==> src/ipv4gm_pkg.sv <==
`default_nettype none

package ipv4gm_pkg;

  // Table geometry
  localparam int PREFIX_SLOTS = 8;
  localparam int SLOT_W = (PREFIX_SLOTS > 1) ? $clog2(PREFIX_SLOTS) : 1;
  localparam int PREFIX_W = 16;
  localparam int LOW_W = 16;
  localparam int ENTRIES_PER_SLOT = 1 << LOW_W;
  localparam int STORE_DEPTH = PREFIX_SLOTS * ENTRIES_PER_SLOT;
  localparam int STORE_AW = SLOT_W + LOW_W;
  localparam int GROUP_W = 4;
  localparam int STATUS_W = 2;
  localparam int ADDR_W = 32;

  // Operation codes
  localparam logic OP_LOOKUP = 1'b0;
  localparam logic OP_INSERT = 1'b1;

  // Result status codes
  localparam logic [STATUS_W-1:0] ST_OK        = 2'd0;
  localparam logic [STATUS_W-1:0] ST_NOT_FOUND = 2'd1;
  localparam logic [STATUS_W-1:0] ST_FULL      = 2'd2;
  localparam logic [STATUS_W-1:0] ST_UNSET     = 2'd3;

  // Outcome of the prefix search for one item
  typedef struct packed {
    logic              found;  // a used slot holds the prefix
    logic              ok;     // insert has a slot (match or free)
    logic [SLOT_W-1:0] slot;   // slot the item addresses
  } slot_res_t;

endpackage

`default_nettype wire

==> src/ipv4gm_prefix_table.sv <==
`default_nettype none

module ipv4gm_prefix_table (
  input  wire logic                              clk,
  input  wire logic                              rst,
  input  wire logic                              accept,
  input  wire logic                              opcode,
  input  wire logic [ipv4gm_pkg::PREFIX_W-1:0]   prefix,
  output ipv4gm_pkg::slot_res_t                  res
);

  logic [ipv4gm_pkg::PREFIX_SLOTS-1:0] used;
  logic [ipv4gm_pkg::PREFIX_W-1:0]     value [ipv4gm_pkg::PREFIX_SLOTS];
  logic [ipv4gm_pkg::PREFIX_SLOTS-1:0] match_vec;
  logic                                hit;
  logic [ipv4gm_pkg::SLOT_W-1:0]       hit_slot;
  logic                                has_free;
  logic [ipv4gm_pkg::SLOT_W-1:0]       free_slot;
  logic                                alloc;

  // Parallel compare against every used slot
  always_comb begin
    for (int s = 0; s < ipv4gm_pkg::PREFIX_SLOTS; s++) begin
      match_vec[s] = used[s] && (value[s] == prefix);
    end
  end

  // Lowest matching slot and lowest free slot
  always_comb begin
    hit = 1'b0;
    hit_slot = '0;
    has_free = 1'b0;
    free_slot = '0;
    for (int s = ipv4gm_pkg::PREFIX_SLOTS - 1; s >= 0; s--) begin
      if (match_vec[s]) begin
        hit = 1'b1;
        hit_slot = ipv4gm_pkg::SLOT_W'(s);
      end
      if (!used[s]) begin
        has_free = 1'b1;
        free_slot = ipv4gm_pkg::SLOT_W'(s);
      end
    end
  end

  assign res.found = hit;
  assign res.ok    = hit || has_free;
  assign res.slot  = hit ? hit_slot : free_slot;

  // New prefix takes the lowest free slot
  assign alloc = accept && (opcode == ipv4gm_pkg::OP_INSERT) && !hit && has_free;

  always_ff @(posedge clk) begin
    if (rst) begin
      used <= '0;
    end else if (alloc) begin
      used[free_slot] <= 1'b1;
    end
  end

  always_ff @(posedge clk) begin
    if (alloc) begin
      value[free_slot] <= prefix;
    end
  end

`ifndef ASSERT_OFF
  // Slots are never freed
  a_used_grows: assert property (@(posedge clk) disable iff (rst)
    ((used & $past(used)) == $past(used)))
    else $error("prefix slot freed");
  // A prefix is held by one used slot at most
  a_unique_match: assert property (@(posedge clk) disable iff (rst)
    ($countones(match_vec) <= 1))
    else $error("prefix held by several slots");
`endif

endmodule

`default_nettype wire

==> config.mk <==
export PLATFORM = sky130hd
export DESIGN_NAME = ipv4gm_prefix_table
export DESIGN_NICKNAME = d
export VERILOG_FILES = /design/src/ipv4gm_pkg.sv /design/src/ipv4gm_prefix_table.sv
export SDC_FILE = /design/constraint.sdc
export NUM_CORES = 1
export LEC_CHECK = 0
export ABC_AREA = 0
export BUFFER_PORTS_ARGS = -buffer_cell sky130_fd_sc_hd__buf_2
export CAP_MARGIN = 40
export CORE_MARGIN = 2
export CORE_UTILIZATION = 35
export CTS_BUF_LIST = sky130_fd_sc_hd__clkbuf_2
export DETAILED_ROUTE_END_ITERATION = 8
export GPL_TIMING_DRIVEN = 1
export SYNTH_ARGS = -nofsm -noshare
export SYNTH_HDL_FRONTEND = slang
export SYNTH_SLANG_ARGS = --single-unit
export TNS_END_PERCENT = 50
==> constraint.sdc <==
create_clock -name clk -period 7.3 [get_ports clk]
set_input_delay 0.73 -clock clk [delete_from_list [all_inputs] [get_ports clk]]
set_output_delay 0.73 -clock clk [all_outputs]
set_load 0.05 [all_outputs]
==> results.md, run 1 <==
Clocking:
- The CTS tree is built.
- In this run the clock root is driven by a sky130_fd_sc_hd__clkbuf_2.
- Once the clock tree was built, the setup fixing pass inserted 0 buffers.
- The post-cts resize count is 0.
- Hold repair after CTS inserted 0 buffers.
- The deepest level of the CTS H-tree is 4.
- TritonCTS created 17 clock buffers.
- The source-to-sink clock delay at the later pin of the worst-skew pair is 720 ps.
- The clock net in this run drives a total of 136 sinks.
- The number of buffers between clock root and the deepest sink is 2.
- After clock tree synthesis, the clock-pin slew on the worst setup and hold paths is 210 ps.

Placement:
- The routability congestion estimate from global placement is 0.8706.
- Port buffering added 24 buffers.
- The detailed-placement wirelength estimate is 9717 um.
- Prior to clock tree synthesis, the placed netlist has a worst setup slack of 3247 ps.

Setup path:
- The setup path with the least slack is of type flop to output port.
- At the worst endpoint, the arrival time is 3420 ps.
- The element type at the critical path start is a flop.
- For this design, the slowest cell found on the critical path is sky130_fd_sc_hd__nor4_1.
- Walking the worst path, the cells encountered are xor2_1 > or4_2 > nor4_1 > o21ai_0 > o221ai_1 > nand2_1 > buf_2.
- The largest stage delay on the critical path is 680 ps.
- The peak fanout along the critical path is 3.
- At the worst endpoint, the required time is 6570 ps.
- The capturing element type of the critical path is an output port.

Job:
- Max-cap violations in this run came to 0.

Yosys:
- By area, the combinational part of the netlist is dominated by XOR/XNOR gates.
- The prevailing post-synth register cell is sky130_fd_sc_hd__edfxtp_1.
- The warning count from the yosys run is 0.
- The async set-reset flop share out of synthesis is 0%.
- The synthesized netlist devotes 2.572% of its cell area to compound gates.
- The synthesized netlist devotes 13.00% of its cell area to simple gates.
- The portion of netlist area occupied by mux cells is 0%.
- The total standard cell area after synthesis is 6275 sq um.
- Counting flops with a built-in enable in the synthesized netlist gives 128.
- The number of synthesized register bits is 136.
- The xor-xnor portion of the synthesized cell area is 18.01%.
- The area share of fa/ha/maj cells after synthesis is 0%.
- The number of library cell types mapped by synthesis is 41.
- In the synthesized netlist, the number of instances is 449.
- When the netlist entered floorplanning its net count stood at 469.
- The post-synthesis sequential area ratio is 63.81%.
- The average instance in the mapped netlist occupies 13.97 sq um.

Power:
- In this run, the combinational gates consume 7.2% of the power.
- Of the total power, the share spent switching nets is 24.86%.
- The static power due to leakage is 2.232 nW.
- The power share of the sequential group is 60.4%.
- Internal power comes to 1.073 mW.
- In this run the power spent charging and discharging nets is 0.3550 mW.
- The maximum ir drop on the vdd rail is 0.00008519 V.
- The clock network accounts for 32.4% of the total power.
- The power density relative to cell area is 208.3 nW/um^2.

Status:
- The run finished with clean final reports.

Detailed routing:
- The DRC violation count after routing is 0.
- The final antenna-violating net count is 0.
- The total via count after detailed routing is 3783.
- The first-pass detailed-route iteration total is 5.
- Dividing the detail-routed via count by the number of cells gives 5.261.
- After detailed routing, the total wire length is 14430 um.
- The iteration-0 DRC count of the detailed router is 374.
- The routed wirelength normalized by instance count is 20.06 um.

Floorplan:
- The number of core rows is 48.
- The area enclosed by the die boundary is 19020 sq um.
- The floorplan step defined a core boundary enclosing 17420 sq um.
- The initial core utilization is 36.03%.
- The y dimension of the die is 137.9 um.
- The die span in x is 137.9 um.
- During I/O placement, the number of pins put on the boundary was 25.

Global route:
- The overall routing resource usage is 16.33%.
- The number of antenna violations at the first check in global routing is 0.
- The via count of the first global-routing pass is 3583.
- Entering global routing, the biggest net connects 18 pins.
- Global routing finished with a remaining overflow of 0.
- The first global-routing pass estimated 22150 um of wire.

Timing:
- The fraction of the cycle the final worst path needs is 56.79%.
- Across all setup checks in the final design, the least slack found is 3154 ps.
- Setup repair after global routing left no endpoint under its margin.
- The total negative slack for setup checks is 0 ps.
- The max-slew violation total from the final report came to 0.
- For this run, the top clock speed supported by timing is 0.2412 GHz.
- The number of hold-slack violations in the final timing report is 0.
- The post-route clock skew is 38.65 ps.
- The count of final setup violators is 0.
- The time the worst path needs with I/O delays and setup is 4146 ps.
- The relative slew slack is 41.32%.
- At the pin with the least slew margin, the transition time is 872.1 ps.

Layout:
- The repair_antennas step left the layout with diodes totalling 0.
- After the last flow step, the layout net total stands at 501.
- Relative to the synthesized area, the layout overhead comes to 9.272%.
- The layout has 1679 filler cells.
- In the final layout, the share of cells above drive strength 1 is 14.98%.

Min path:
- The class of the tightest hold or removal check is primary input to flop.
==> layout make-up <==
| class | count | area, sq um | area share [%] |
|---|---|---|---|
| tap | 225 | 281.5 | 4.106 |
| clock inverter | 15 | 160.2 | 2.336 |
| multi-input combinational | 288 | 2116 | 30.86 |
| sequential | 136 | 4004 | 58.39 |
| inverter | 6 | 22.52 | 0.3285 |
| clock buffer | 17 | 85.08 | 1.241 |
| timing repair buffer | 32 | 187.7 | 2.737 |
==> state kept, by name, indices dropped and copies added (netlist names) <==
name / flops
value: 128
used: 8
==> metrics by stage <==
step,power [mW],util (%),cells,hold slack (ps),instance area [sq um]
2_1_floorplan,0.9473,-,449,491.9,6275
5_1_grt,1.485,39.37,719,206.7,6857
4_1_cts,1.442,39.37,719,195.2,6857
3_3_place_gp,0.9819,37.87,686,584.7,6596
6_report,1.428,39.37,719,273.7,6857
3_5_place_dp,0.9827,37.96,687,578.4,6611
==> critical path: cells and delay by family (launching register included) <==
family | cells | cell delay [ps]
XOR/XNOR | 1 | 170
AO/OA/AOI/OAI | 2 | 430
flip-flops | 1 | 430
buffers and inverters | 1 | 240
AND/OR/NAND/NOR | 3 | 1450
==> final timing paths <==
path / start / slack (ps) / cells after the start / endpoint
min reg2reg: used[6] / 620 / 2 / used[6]
max: value[2][8] / 3150 / 7 / res[0]
min: opcode / 270 / 3 / used[0]
max reg2reg: value[1][2] / 4360 / 8 / value[3][14]
==> placed cells by master (no fill, tap or decap), types with 10 or more instances in the layout <==
cell type / netlist / layout
sky130_fd_sc_hd__edfxtp_1: 128 / 128
sky130_fd_sc_hd__xor2_1: 115 / 115
sky130_fd_sc_hd__nor4_1: 33 / 32
sky130_fd_sc_hd__buf_2: 8 / 24
sky130_fd_sc_hd__clkbuf_2: 0 / 17
sky130_fd_sc_hd__nand2_1: 16 / 16
sky130_fd_sc_hd__nor3_1: 15 / 15
sky130_fd_sc_hd__nor2_1: 16 / 15
sky130_fd_sc_hd__xnor2_1: 14 / 14
sky130_fd_sc_hd__nand4_1: 12 / 12
sky130_fd_sc_hd__nand3_1: 10 / 10
==> cell families (layout without fill, tap and decap cells) <==
| logic type | count (synthesis) | after routing |
|---|---|---|
| buffers and inverters | 25 | 70 |
| DFF | 136 | 136 |
| and+or+nand+nor | 136 | 136 |
| xor gates and xnor gates | 129 | 129 |
| AOI/OAI and AO/OA | 23 | 23 |
==> cell usage after synthesis (8+ instances only) <==
cell type,n,area share (%)
sky130_fd_sc_hd__o22ai_1,8,0.80
sky130_fd_sc_hd__dfxtp_1,8,2.6
sky130_fd_sc_hd__buf_2,8,0.64
sky130_fd_sc_hd__nor2_1,16,0.96
sky130_fd_sc_hd__nand2_1,16,0.96
sky130_fd_sc_hd__xnor2_1,14,2.0
sky130_fd_sc_hd__nand3_1,10,0.80
sky130_fd_sc_hd__xor2_1,115,16
sky130_fd_sc_hd__edfxtp_1,128,61
sky130_fd_sc_hd__nor4_1,33,3.3
sky130_fd_sc_hd__nand4_1,12,1.2
sky130_fd_sc_hd__nor3_1,15,1.2
==> power groups by stage <==
stage | combinational (mW) | sequential (mW) | clock (mW)
finish | 0.103 | 0.863 | 0.463
global route | 0.112 | 0.864 | 0.509
CTS | 0.103 | 0.863 | 0.476
detailed placement | 0.103 | 0.880 | 0
global placement | 0.102 | 0.880 | 0
floorplan | 0.0683 | 0.879 | 0
==> layer usage <==
layer  part of all wire, %  vias up  track usage (%)
met5                     0        -                0
met4                   2.5        0            7.483
met3                   7.1       28            4.020
met2                    42      152            21.78
met1                    49     1858            24.70
li1                      -     1745                -
Power figures use the tool's default switching activity.
==> inputs of run 2 (changes only) <==
- clock period: 7.3 -> 3.6 ns (I/O delays scaled with it)
==> results.md, run 2 (synthesized netlist as in run 1, its figures left out) <==
Status:
- The flow ran to the end, and the final reports show no timing, DRC or antenna violations.

Power:
- The net switching component of the power is 0.7997 mW.
- IR analysis of the VDD net gives a maximum drop of 0.0002430 V.
- Per report_power, the sequential group accounts for 57.8% of the total.
- The combinational cell fraction of total power is 8.2%.
- Net switching is 26.40% of the power.
- The part of the power in the clock network is 34.1%.
- Power spread over the standard cell area amounts to 418.5 nW/um^2.
- The internal power is 2.229 mW.
- The static power due to leakage is 2.395 nW.

Timing:
- The post-route clock skew is 43.63 ps.
- The time the worst path needs with I/O delays and setup is 3425 ps.
- The fraction of the cycle the final worst path needs is 95.14%.
- Setup violations remaining at the end of the flow were counted as 0.
- The number of hold-slack violations in the final timing report came to 0.
- Headroom to the max-slew limit came out at 65.67%.
- The total negative slack for setup checks is 0 ps.
- Across all hold checks on the routed design, the worst slack comes to 64.06 ps.
- Setup repair after global routing could not meet its margin everywhere.
- The max-slew violation total from the final report came to 0.
- The measured slew at the worst slew-check pin is 514.9 ps.
- Based on the critical path, the design can be clocked at up to 0.2920 GHz.

Clocking:
- The tree is rooted in a sky130_fd_sc_hd__clkbuf_2.
- Clock-pin slew was measured on the worst setup and hold paths at 230 ps.
- The clock net in this run drives a total of 136 sinks.
- The CTS tree is built.
- The clock tree synthesis step divided the H-tree into 4 levels.
- The source-to-sink clock delay at the later pin of the worst-skew pair is 740 ps.
- The number of buffers created by CTS is 17.
- The number of buffers between clock root and the deepest sink is 2.

Floorplan:
- The number of core rows is 48.
- The area enclosed by the die boundary is 19020 sq um.
- The die is 137.9 um wide.
- The initial utilization of the core area, before any placement, comes to 36.03%.
- The top-level port count is 25.
- The core area is 17420 sq um.
- The die is 137.9 um tall.

Global route:
- The via count of the first global-routing pass was 3880.
- The layer flagged by global routing as most heavily used is met1.
- The pin count of the biggest net entering global routing is 17.
- The wire length of the first global-routing pass is 23560 um.
- For this run, global-route usage on met3 was measured as 4.532%.
- For this run, global-route usage on met2 was measured as 25.33%.
- After global routing the overflow that remains totals 0.
- In the global route stage, met1 resource usage came out at 25.57%.
- Global routing used 17.54% of the available tracks across all layers.
- The number of antenna violations at the first check in global routing is 1.

Detailed routing:
- The routed wirelength normalized by instance count is 21.59 um.
- The DRC violation count after routing is 0.
- Summing over every cut layer, the via total after detailed routing is 3939.
- The final antenna-violating net count is 0.
- In the routed layout, each cell is associated on average with a via count of 5.266.
- The detailed router finished its first iteration with 496 violations.
- The first detailed-routing pass ran for 5 iterations.
- The wire length reported by the detailed router is 16150 um.

Setup path:
- The dominant delay contributor by cell family on the critical path is simple AND/OR/NAND/NOR gates.
- The sum of buffers and inverters on the critical path is 4.
- The element type at the critical path start is a primary input.
- STA classifies the critical path endpoint as an output port.
- Walking the worst path, the cells encountered are dlygate4sd3_1 > clkbuf_4 > xor2_1 > nor4_2 > nand4_1 > o22ai_2 > nor4_4 > inv_2 > or3_1 > buf_2.
- The worst endpoint required time is 3240 ps.
- Data arrives at the worst endpoint at 3060 ps.
- The peak fanout along the critical path is 12.
- The critical setup path kind is primary input to output port.
- The standard cell with the maximum stage delay on the critical path is sky130_fd_sc_hd__dlygate4sd3_1.
- The largest stage delay on the critical path is 530 ps.

Layout:
- Summing all non-filler instances in the final layout gives an area of 7238 sq um.
- In the final layout, the share of cells above drive strength 1 is 18.58%.
- The library cells used most frequently in the layout, excluding fill and tap cells, are sky130_fd_sc_hd__edfxtp_1, sky130_fd_sc_hd__xor2_1, sky130_fd_sc_hd__nor4_1.
- The largest registers in the layout are value: 128 flops, used: 8 flops.
- The area growth from synthesis to final layout is 15.35%.
- The most common cell after layout, fill and taps aside is sky130_fd_sc_hd__edfxtp_1.
- After the last flow step, the layout net total stands at 529.
- Excluding fillers, the count of instances in the completed layout stands at 748.
- The flip-flop count of the largest register after layout is 128.
- The final cell utilization of the core is 41.56%.
- value holds more flip-flops than any other register.
- The number of filler instances in the final layout is 1615.

Placement:
- The total cell area at the placement stage is 6654 sq um.
- Including well taps, the total number of placed cells is 694.
- The HPWL after detailed placement is 10230 um.
- In this run the tool buffered the top-level ports with 24 buffer cells.
- At the end of routability-driven placement, the weighted congestion stood at 0.8431.

Min path:
- In this run the worst hold path is classified as primary input to flop.

Job:
- Across the run, the number of max-cap violations was 0.
## run 2: cell count changes in the layout (fill, tap and decap cells not counted), moves of 3 or more
| cell | previous run | this run |
|---|---|---|
| sky130_fd_sc_hd__buf_2 | 24 | 20 |
| sky130_fd_sc_hd__buf_4 | 7 | 15 |
| sky130_fd_sc_hd__dlygate4sd3_1 | 0 | 20 |
| sky130_fd_sc_hd__inv_6 | 0 | 6 |
| sky130_fd_sc_hd__nor4_1 | 32 | 29 |
| sky130_fd_sc_hd__clkinvlp_4 | 4 | 1 |
| sky130_fd_sc_hd__buf_6 | 0 | 3 |
| sky130_fd_sc_hd__clkinv_2 | 4 | 1 |
| sky130_fd_sc_hd__nor4_2 | 1 | 4 |
## run 2: final cells by class
type                            count  area [sq um]  area share (%)
Inverter                            6         22.52          0.3111
Tap cell                          225         281.5           3.889
Sequential cell                   136          4004           55.32
Clock inverter                     15         187.7           2.593
Clock buffer                       17         85.08           1.175
Antenna cell                        1         2.502         0.03457
Timing Repair Buffer               60         461.7           6.379
Multi-Input combinational cell    288          2193           30.30
## run 2: routing by layer
metal  vias up  share of wire (%)
li1       1803                  -
met1      1982                 48
met2       133                 43
met3        21                6.8
met4         0                2.0
met5         -                  0
## run 2: per-stage QoR
step | total power [mW] | worst slack (ps)
2_1_floorplan | 1.921 | 54.56
4_1_cts | 3.036 | 11.10
6_report | 3.029 | 175.1
3_5_place_dp | 2.000 | 383.2
3_3_place_gp | 1.998 | 361.3
5_1_grt | 3.137 | -23.44
## run 2: worst paths after layout
| kind | startpoint | to | slack, ps | cells after the start |
|---|---|---|---|---|
| max reg2reg | value[2][14] | used[0] | 460 | 9 |
| max | prefix[1] | res[3] | 180 | 10 |
| min | prefix[9] | value[1][9] | 60 | 1 |
| min reg2reg | used[7] | used[7] | 620 | 2 |
## run 2: timing repair
item / CTS / global route
resized for setup: 3 / 21
hold buffers: 12 / 8
setup endpoints to repair: 2 / 3
endpoints found under the hold margin: 30 / 12
buffers inserted: 0 / 1
pin swaps: 0 / 2
## run 2: power by group through the flow
stage	Clock (mW)	Sequential (mW)	Combinational, mW
detailed placement	0	1.78	0.216
global route	1.12	1.75	0.267
floorplan	0	1.78	0.139
finish	1.03	1.75	0.247
CTS	1.06	1.75	0.230
global placement	0	1.78	0.214
==> inputs of run 3 (changes only) <==
--- a/config.mk
+++ b/config.mk
@@ -7,3 +7,3 @@
 export LEC_CHECK = 0
-export ABC_AREA = 0
+export ABC_AREA = 1
 export BUFFER_PORTS_ARGS = -buffer_cell sky130_fd_sc_hd__buf_2
--- a/constraint.sdc
+++ b/constraint.sdc
@@ -3,2 +3,2 @@
 set_output_delay 0.36 -clock clk [all_outputs]
-set_load 0.05 [all_outputs]
+set_load 0.1 [all_outputs]
==> results.md, run 3 <==
Status:
- The flow ran to the end, and the final reports show no timing, DRC or antenna violations.

Yosys:
- The main combinational cell family by area after synthesis is simple AND/OR/NAND/NOR gates.
- After synthesis, the share of flip-flops with an asynchronous set or reset is 0%.
- Sorting the synthesized cells by area gives the leading types as sky130_fd_sc_hd__edfxtp_1, sky130_fd_sc_hd__nand2_1, sky130_fd_sc_hd__inv_1.
- The most area-hungry cell type in the Yosys netlist is sky130_fd_sc_hd__edfxtp_1.
- The area share of fa/ha/maj cells after synthesis is 0%.
- The total standard cell area after synthesis is 7406 sq um.
- In the synthesized netlist the dominant register cell turns out to be sky130_fd_sc_hd__edfxtp_1.
- The warning count from the yosys run is 0.
- The number of synthesized register bits is 136.
- The synthesized design devotes to its leading area cell type 51.90% of total area.
- The synthesized netlist devotes 5.575% of its cell area to compound gates.
- The area fraction in and, or, nand and nor cells after synthesis is 28.72%.
- The net count after synthesis is 890.
- The post-synthesis sequential area ratio is 54.06%.
- The most used standard cell by instance count after synthesis is sky130_fd_sc_hd__nand2_1.
- The number of library cell types mapped by synthesis is 37.
- The synthesized area divided by synthesized cell count is 8.512 sq um.
- In this run, synthesis inferred 128 flip-flops with an integrated enable.
- The cell count after synthesis is 870.
- Of the post-synthesis cell area, the part taken by muxes is 0%.
- Counting instances in the post-synthesis netlist gives the leading cell types as sky130_fd_sc_hd__nand2_1, sky130_fd_sc_hd__edfxtp_1, sky130_fd_sc_hd__inv_1, sky130_fd_sc_hd__nor2_1, sky130_fd_sc_hd__nand4_1.
- The xor-xnor portion of the synthesized cell area is 2.720%.

Layout:
- The area growth from synthesis to final layout is 11.61%.
- The repair_antennas step left the layout with diodes totalling 0.
- The register area is 4004 sq um.
- The post-route non-filler standard cell count is 1211.
- In the final layout, the share of cells above drive strength 1 is 11.43%.
- In the layout the commonest cells are sky130_fd_sc_hd__nand2_1, sky130_fd_sc_hd__edfxtp_1, sky130_fd_sc_hd__inv_1.
- Fill cells in the final layout number 2138.
- More flip-flops sit in one register than any other, and that register is value.
- The net count reported at finish is 943.
- The largest registers in the layout are value: 128 flops, used: 8 flops.
- The area occupied by multi-input gates is 2751 sq um.
- The most common cell after layout, fill and taps aside is sky130_fd_sc_hd__nand2_1.
- The register with the most flip-flops in the layout has 128 of them.

Timing:
- In this run the tightest slew margin relative to its limit is 56.40%.
- Timing would allow up to 0.2959 GHz.
- Setup repair after global routing left no endpoint under its margin.
- For the pin with the worst max-slew slack, the measured transition is 653.3 ps.
- The fraction of the cycle the final worst path needs is 93.87%.
- Between clock sinks in the finished design, the worst skew comes to 31.77 ps.
- The max-slew violation total from the final report was 0.
- The count of final setup violators is 0.
- The smallest clock period supported by the final layout is computed as 3379 ps.
- Summed over all failing endpoints, the final setup total negative slack is 0 ps.
- Across all setup checks in the final design, the least slack found is 220.8 ps.
- The number of hold-slack violations in the final timing report is 0.

Clocking:
- TritonCTS created 17 clock buffers.
- The number of buffers between clock root and the deepest sink is 2.
- The deepest level of the CTS H-tree is 4.
- Clock-pin slew was measured on the worst setup and hold paths at 220 ps.
- The CTS tree is built.
- The clock tree root driver cell is sky130_fd_sc_hd__clkbuf_2.
- The CTS sink count is 136.
- The source-to-sink clock delay at the later pin of the worst-skew pair is 730 ps.
- The number of buffers inserted by post-CTS setup repair is 0.

Detailed routing:
- After detailed routing, the number of vias per cell comes to 5.158.
- The final antenna-violating net count is 0.
- The wire length reported by the detailed router is 21740 um.
- After the first detailed-routing iteration, the DRC count stood at 591.
- The routed layout has 6246 vias.
- The DRC violation count after routing is 0.
- The first-pass detailed-route iteration total is 5.
- The routed wirelength normalized by instance count is 17.95 um.

Floorplan:
- The initial core utilization is 35.45%.
- Measured along the x axis, the die boundary spans 149.5 um.
- The floorplan step set the die height to 149.5 um.
- The top-level port count is 25.
- Row generation in the floorplan step produced 53 rows.
- The area enclosed by the die boundary is 22340 sq um.
- The core region is 20890 sq um.

Global route:
- The wire length of the first global-routing pass is 33220 um.
- For this run, the total global-route usage over all layers was measured as 20.23%.
- The via count of the first global-routing pass is 5885.
- Entering global routing, the biggest net connects 23 pins.
- The number of antenna violations at the first check in global routing came to 0.
- For this run the aggregate overflow at the end of global routing stands at 0.

Setup path:
- The element type at the critical path start is a primary input.
- The critical setup path kind is primary input to output port.
- The critical path arrival is 3020 ps.
- STA classifies the critical path endpoint as an output port.
- The setup check on the worst reg-to-reg path leaves a slack of 1090 ps.
- In this run the worst path has a maximum fanout of 12.
- At the worst endpoint, the required time is 3240 ps.

Power:
- The maximum ir drop on the vdd rail is 0.0001988 V.
- The power density relative to cell area is 370.9 nW/um^2.
- Summed over all cells, the static leakage comes to 3.567 nW.
- The post-route total power is 3.065 mW.

Placement:
- The routability congestion estimate from global placement is 0.9294.
- The worst-case setup slack after placement is 653.3 ps.
- The wire-length estimate of the detail-placed layout is 14960 um.
- The number of placed instances, taps included, is 1170.
- The number of buffer cells added on primary ports is 24.

Job:
- The max-capacitance violation count is 0.

Min path:
- The class of the tightest hold or removal check is primary input to flop.
run 3: changes by cell type after synthesis, moves of 27 or more:
| cell | before | now |
|---|---|---|
| sky130_fd_sc_hd__o21ai_0 | 3 | 31 |
| sky130_fd_sc_hd__inv_1 | 6 | 124 |
| sky130_fd_sc_hd__nand2_1 | 16 | 264 |
| sky130_fd_sc_hd__xor2_1 | 115 | 3 |
| sky130_fd_sc_hd__nand3_1 | 10 | 37 |
| sky130_fd_sc_hd__nor2_1 | 16 | 87 |
| sky130_fd_sc_hd__nand4_1 | 12 | 41 |
run 3: timing repair:
action | CTS | global route
hold endpoints to repair | 31 | 0
endpoints found under the setup margin | 0 | 2
resized for setup | 0 | 3
hold buffers | 9 | 0
run 3: cell families (layout without fill, tap and decap cells):
family / after synthesis / count (layout)
and+or+nand+nor: 482 / 482
DFF: 136 / 136
xor gates and xnor gates: 23 / 23
buffers and inverters: 156 / 222
AOI/OAI and AO/OA: 73 / 73
run 3: path summary, 6_finish.rpt:
| kind | to | from | cells past startpoint |
|---|---|---|---|
| min reg2reg | used[1] | used[1] | 2 |
| max reg2reg | value[1][2] | value[1][12] | 11 |
| min | value[0][5] | prefix[5] | 2 |
| max | res[1] | prefix[9] | 15 |
run 3: report_power, final:
group / switching (mW) / internal (mW) / leakage (nW)
registers: 0.00742 / 1.74 / 1.22
logic: 0.223 / 0.0896 / 2.19
clock network: 0.602 / 0.401 / 0.152
run 3: layout make-up:
type,instances,share of cell area [%]
Clock buffer,19,1.150
Inverter,136,6.206
Clock inverter,13,2.059
Sequential cell,136,48.44
Multi-Input combinational cell,578,33.29
Tap cell,275,4.163
Timing Repair Buffer,54,4.693
run 3: critical path, cell delays in order:
cell	delay, ps
sky130_fd_sc_hd__dlygate4sd3_1	520
sky130_fd_sc_hd__buf_2	260
sky130_fd_sc_hd__inv_2	220
sky130_fd_sc_hd__nand2_1	130
sky130_fd_sc_hd__o21ai_0	80
sky130_fd_sc_hd__nor2_1	130
sky130_fd_sc_hd__nand2_1	80
sky130_fd_sc_hd__nor2_1	90
sky130_fd_sc_hd__nand2_1	110
sky130_fd_sc_hd__nand2_1	130
sky130_fd_sc_hd__nor2_2	70
sky130_fd_sc_hd__nand2_4	100
sky130_fd_sc_hd__nand2_1	80
sky130_fd_sc_hd__o22ai_1	230
sky130_fd_sc_hd__clkbuf_4	390
run 3: per-layer routing:
| metal | vias up | GRT usage [%] | routed length, um |
|---|---|---|---|
| li1 | 2985 | - | - |
| met1 | 2924 | 27.53 | 9575 |
| met2 | 291 | 31.97 | 9853 |
| met3 | 46 | 3.598 | 1628 |
| met4 | 0 | 8.333 | 682 |
| met5 | - | 0 | 0 |
run 3: stage by stage:
stage / hold WS, ps / util, % / instance area [sq um]
2_1_floorplan: 458.9 / - / 7411
3_3_place_gp: 496.0 / 37.83 / 7903
3_5_place_dp: 497.5 / 37.83 / 7903
4_1_cts: 44.88 / 39.53 / 8258
5_1_grt: 27.58 / 39.57 / 8265
6_report: 99.10 / 39.57 / 8265
